### config.mk
export PLATFORM = sky130hd
export DESIGN_NAME = sobel_div
export DESIGN_NICKNAME = d
export VERILOG_FILES = /design/src/rtl/sobel_pkg.sv /design/src/rtl/sobel_div.sv
export SDC_FILE = /design/constraint.sdc
export NUM_CORES = 1
export LEC_CHECK = 0
export BUFFER_PORTS_ARGS = -buffer_cell sky130_fd_sc_hd__buf_4
export CORE_MARGIN = 2
export CORE_UTILIZATION = 40
export CTS_BUF_LIST = sky130_fd_sc_hd__clkbuf_8 sky130_fd_sc_hd__clkbuf_16
export DETAILED_ROUTE_END_ITERATION = 10
export PLACE_DENSITY = 0.66
export SYNTH_ARGS = -nofsm -noshare
export SYNTH_HDL_FRONTEND = slang
export SYNTH_SLANG_ARGS = --single-unit
### constraint.sdc
create_clock -name clk -period 9.1 [get_ports clk]
set_input_delay 0.91 -clock clk [delete_from_list [all_inputs] [get_ports clk]]
set_output_delay 0.91 -clock clk [all_outputs]
set_load 0.01 [all_outputs]
### src/rtl/sobel_pkg.sv
// shared types and constants of the sobel edge and focus score block
`default_nettype none

package sobel_pkg;

    // field and register widths
    localparam int PIX_W     = 8;
    localparam int CFG_W     = 13;
    localparam int ROW_W     = 12;
    localparam int EDGE_W    = 8;
    localparam int SCORE_W   = 19;
    localparam int ENERGY_W  = 48;
    localparam int GRAD_W    = 12;
    localparam int SQ_W      = 21;
    localparam int WH_W      = 26;
    localparam int DIVISOR_W = 29;

    // frame geometry
    localparam int MAX_WIDTH_DEF = 4096;
    localparam int MAX_HEIGHT    = 4096;
    localparam int MIN_DIM       = 3;
    localparam logic [CFG_W-1:0] WIDTH_RESET  = 13'd640;
    localparam logic [CFG_W-1:0] HEIGHT_RESET = 13'd480;

    // edge saturation limit
    localparam logic [EDGE_W-1:0] EDGE_MAX = 8'd255;

    // configuration register indexes
    localparam logic REG_FRAME_WIDTH  = 1'b0;
    localparam logic REG_FRAME_HEIGHT = 1'b1;

    // per-pixel sequencer states
    typedef enum logic [2:0] {
        ST_IDLE,
        ST_CALC,
        ST_SQUARE,
        ST_ACCUM,
        ST_MUL,
        ST_DIV_START,
        ST_DIV_WAIT,
        ST_EMIT
    } state_t;

    // divider handshake with the sequencer
    typedef struct packed {
        logic start;
    } div_req_t;

    typedef struct packed {
        logic done;
    } div_rsp_t;

endpackage

`default_nettype wire

### src/rtl/sobel_div.sv
// restoring divider, one quotient bit per cycle, for the frame focus score
`default_nettype none

module sobel_div (
    input  wire logic                              clk,
    input  wire logic                              rst_n,
    input  wire sobel_pkg::div_req_t               req,
    input  wire logic [sobel_pkg::ENERGY_W-1:0]    dividend,
    input  wire logic [sobel_pkg::DIVISOR_W-1:0]   divisor,
    output sobel_pkg::div_rsp_t                    rsp,
    output logic      [sobel_pkg::SCORE_W-1:0]     quotient
);

    import sobel_pkg::*;

    localparam int CNT_W = $clog2(ENERGY_W);
    localparam logic [CNT_W-1:0] LAST_STEP = CNT_W'(ENERGY_W - 1);

    logic                 busy_reg;
    logic                 done_reg;
    logic [CNT_W-1:0]     cnt_reg;
    logic [DIVISOR_W-1:0] rem_reg;
    logic [ENERGY_W-1:0]  quo_reg;
    logic [DIVISOR_W-1:0] dsr_reg;

    logic [DIVISOR_W:0]   shifted;
    logic [DIVISOR_W:0]   diff;
    logic                 qbit;

    // trial subtract of the shifted remainder
    always_comb
    begin
        shifted = {rem_reg, quo_reg[ENERGY_W-1]};
        diff    = shifted - {1'b0, dsr_reg};
        qbit    = ~diff[DIVISOR_W];
    end

    // control
    always_ff @(posedge clk or negedge rst_n)
    begin
        if (!rst_n)
        begin
            busy_reg <= 1'b0;
            done_reg <= 1'b0;
            cnt_reg  <= '0;
        end
        else
        begin
            done_reg <= 1'b0;
            if (req.start)
            begin
                busy_reg <= 1'b1;
                cnt_reg  <= '0;
            end
            else if (busy_reg)
            begin
                cnt_reg <= cnt_reg + 1'b1;
                if (cnt_reg == LAST_STEP)
                begin
                    busy_reg <= 1'b0;
                    done_reg <= 1'b1;
                end
            end
        end
    end

    // datapath
    always_ff @(posedge clk)
    begin
        if (req.start)
        begin
            rem_reg <= '0;
            quo_reg <= dividend;
            dsr_reg <= divisor;
        end
        else if (busy_reg)
        begin
            rem_reg <= qbit ? diff[DIVISOR_W-1:0] : shifted[DIVISOR_W-1:0];
            quo_reg <= {quo_reg[ENERGY_W-2:0], qbit};
        end
    end

    assign rsp.done = done_reg;
    assign quotient = quo_reg[SCORE_W-1:0];

endmodule

`default_nettype wire

==> impl_metrics.py <==
metrics = {
    "clocking": {
        "clk_path_buf_depth": 2,
        "cts.sink_count": 114,
        "cts_tree": "done",
        "post-cts-setup-buffer-count": 0,
        "cts_resized": 0,
        "ctsHoldBuffers": 0,
        "clk_latency_ns": 0.42,
        "cts_root_buf": "clkbuf_16",
        "cts-buffers-inserted": 17,
        "clk_pin_slew_ns": 0.06,
        "h-tree-depth": 4,
    },
    "timing": {
        "fmax_ghz": 0.254,
        "hold_violations": 0,
        "period_share": 0.433,
        "maxSlewViolCount": 0,
        "min_period_ns": 3.94,
        "fin_skew_ns": 0.00906,
        "finalSetupViolations": 0,
        "tightestPinTransition_ns": 1.22,
        "finalSetupTns_ns": 0,
        "slew_headroom": 0.189,
        "rsz0062_at_grt": "false",
    },
    "drt": {
        "routed_via_density": 5.49,
        "drt.antenna.violating_nets": 0,
        "drt_iter0_drc": 420,
        "wirelength_um": 15100,
        "dr_total_vias": 5211,
        "post_drt_wl_per_cell_um": 15.8,
        "drc": 0,
        "drtPass1Iterations": 5,
    },
    "synthesis": {
        "synthTopCellsByArea": "edfxtp_1 (35%), dfxtp_1 (8.7%), mux2_2 (8.0%)",
        "synth_largest_area_cell": "edfxtp_1",
        "synth_fa_ha_area_frac": 0.0595,
        "ys_seq_area_frac": 0.465,
        "syn_avg_cell_area_sq_um": 10.2,
        "ys_types": 59,
        "synthArstFlopShare": 0.0702,
        "synth_top_family_by_area": "compound AO/OA/AOI/OAI gates",
        "syn_inst": 652,
        "syn-cell-area_sq_um": 6650,
        "synth_edf_count": 77,
        "muxShareOfSynthArea": 0.0841,
        "yosysTopAreaCellShare": 0.348,
        "synthTopCellsByCount": "edfxtp_1 (77), nor2_1 (55), mux2_2 (47)",
        "synth_nets": 763,
        "synth-compound-area-share": 0.168,
        "yosys.area_share.simple": 0.129,
        "synth_most_common_cell": "edfxtp_1",
        "ys_ff_latch": 114,
        "yosys_warnings": 0,
        "ys.flop_type": "edfxtp_1",
        "synth_xor_area_frac": 0.0263,
    },
    "worst_setup_path": {
        "regToRegStartpoint": "dsr_reg[1]$_DFFE_PP_",
        "crit_slowest_cell": "a21oi_2",
        "critPathKind": "register to register",
        "critPathBufInv": 1,
        "r2r-end": "rem_reg[13]$_SDFFE_PP0P_",
        "cp_cell_sequence": "inv_1 -> ha_1 -> nor2b_1 -> o2111ai_1 -> a211oi_1 -> or4_4 -> a2111o_1 -> a21oi_2 -> o21ai_0 -> a311oi_1",
        "arrival_ns": 4.25,
        "crit_path_end_kind": "register",
        "critPathMaxStageDelay_ns": 0.96,
        "path_delay_family": "compound AO/OA/AOI/OAI gates",
        "rrSetupSlack_ns": 5.16,
        "cp_max_fo": 27,
        "crit_required_ns": 9.41,
        "worstRegToRegCells": 10,
        "worstSetupStartpointType": "register",
    },
    "finish": {
        "drive_gt1_frac": 0.260,
        "final_util": 0.484,
        "area_growth_pct": 19.4,
        "insertedDiodeCount": 0,
        "largest_reg_flops": 48,
        "fill_cells": 1503,
        "nets": 828,
    },
    "floorplanning": {
        "die_x_um": 133,
        "die_h_um": 133,
        "pin_count": 100,
        "initial_core_util": 0.405,
        "dieArea_sq_um": 17700,
        "core_area_sq_um": 16400,
        "num_rows": 47,
    },
    "global_route": {
        "antenna_found_initial": 0,
        "grt_pass1_wl_um": 24900,
        "globalRouteTotalUtil": 0.176,
        "grt_pass1_vias": 5173,
        "globalRouteOverflowTotal": 0,
        "grt_max_degree": 74,
    },
    "power_and_ir_drop": {
        "p_sw_w": 0.000333,
        "power_frac_seq": 0.440,
        "p_per_area_nw_per_um2": 174,
        "peakVddDrop_uv": 132,
        "switching_share": 0.241,
        "cellInternalPower_w": 0.00105,
        "p_leak_nw": 3.37,
        "combPwrFrac": 0.114,
        "clkPwrFrac": 0.445,
    },
    "flow_run": {
        "cap_violations": 0,
    },
    "place": {
        "io_buffers": 99,
        "gp_congestion": 0.869,
        "dp.final_hpwl_um": 10100,
    },
    "run_status": {
        "outcome": "complete, no violations",
    },
    "hold_path": {
        "hold_class": "input port to async pin",
    },
}
## worst register-to-register path, delay by kind of cell (launching register included)
kind	cells	cell delay [ns]
flops	1	0.41
buf+inv	1	0.08
fa+ha+maj	1	0.22
compound gates	6	2.43
simple gates	2	0.70
## cells in the final DEF (no fill, tap or decap), drive strengths merged, types with 6 or more instances in the layout
| cell type | count |
|---|---|
| inv | 41 |
| nand2 | 36 |
| o21a | 6 |
| ha | 30 |
| nor3 | 8 |
| clkbuf | 17 |
| a311oi | 17 |
| xnor2 | 14 |
| nor2 | 55 |
| clkinv | 9 |
| o2111ai | 6 |
| nand2b | 9 |
| xor2 | 6 |
| buf | 103 |
| and3 | 7 |
| o21ai | 40 |
| dfrtp | 8 |
| nand4 | 11 |
| mux2 | 47 |
| dfxtp | 29 |
| a21oi | 37 |
| a21o | 15 |
| a2111oi | 6 |
| nand3 | 28 |
| edfxtp | 77 |
## power by group through the flow
stage	logic (W)	registers, W	clock network, W
4_1_cts	0.000158	0.000608	0.000630
3_5_place_dp	0.000157	0.000618	0
2_1_floorplan	0.000111	0.000613	0
5_1_grt	0.000175	0.000612	0.000652
3_3_place_gp	0.000154	0.000617	0
6_report	0.000158	0.000608	0.000615
## cell type report
| type | instances | area, sq um | area share |
|---|---|---|---|
| Multi-Input combinational cell | 441 | 3110 | 0.391 |
| Sequential cell | 114 | 3090 | 0.389 |
| Timing Repair Buffer | 103 | 773 | 0.0974 |
| Clock buffer | 17 | 425 | 0.0536 |
| Tap cell | 220 | 275 | 0.0347 |
| Inverter | 40 | 150 | 0.0189 |
| Clock inverter | 15 | 118 | 0.0148 |
## how the worst max path moves through the flow
stage | slack, ns | start | end | cells past startpoint
2_1_floorplan | 5.81 | dsr_reg[20]$_DFFE_PP_ | rem_reg[8]$_SDFFE_PP0P_ | 12
3_3_place_gp | 5.32 | dsr_reg[1]$_DFFE_PP_ | rem_reg[15]$_SDFFE_PP0P_ | 10
3_5_place_dp | 5.18 | dsr_reg[1]$_DFFE_PP_ | rem_reg[15]$_SDFFE_PP0P_ | 10
4_1_cts | 5.14 | dsr_reg[1]$_DFFE_PP_ | rem_reg[16]$_SDFFE_PP0P_ | 10
5_1_grt | 4.80 | dsr_reg[3]$_DFFE_PP_ | rem_reg[15]$_SDFFE_PP0P_ | 10
6_report | 5.16 | dsr_reg[1]$_DFFE_PP_ | rem_reg[13]$_SDFFE_PP0P_ | 10
## layer usage
layer	part of all wire	track usage	vias up
li1	-	-	2526
met1	0.44	0.220	2485
met2	0.46	0.279	181
met3	0.081	0.0667	19
met4	0.015	0.0609	0
met5	0	0	-
## metrics by stage
step                hold slack [ns]  power [W]  std cells  setup slack, ns  instance area (sq um)
finish                        0.290    0.00138        950             5.16                   7940
global route                  0.289    0.00144        950             4.80                   7940
CTS                           0.281    0.00140        950             5.14                   7940
detailed placement            0.471   0.000775        918             5.18                   7400
global placement              0.467   0.000771        918             5.32                   7400
floorplan                     0.448   0.000723        652             5.81                   6650
## cells by family after synthesis
logic type	Yosys count
and+or+nand+nor	177
AOI/OAI and AO/OA	163
DFF	114
buffers and inverters	97
muxes	50
adders and majority gates	31
xor gates and xnor gates	20
Note: power is estimated with default switching activity, not from simulation.
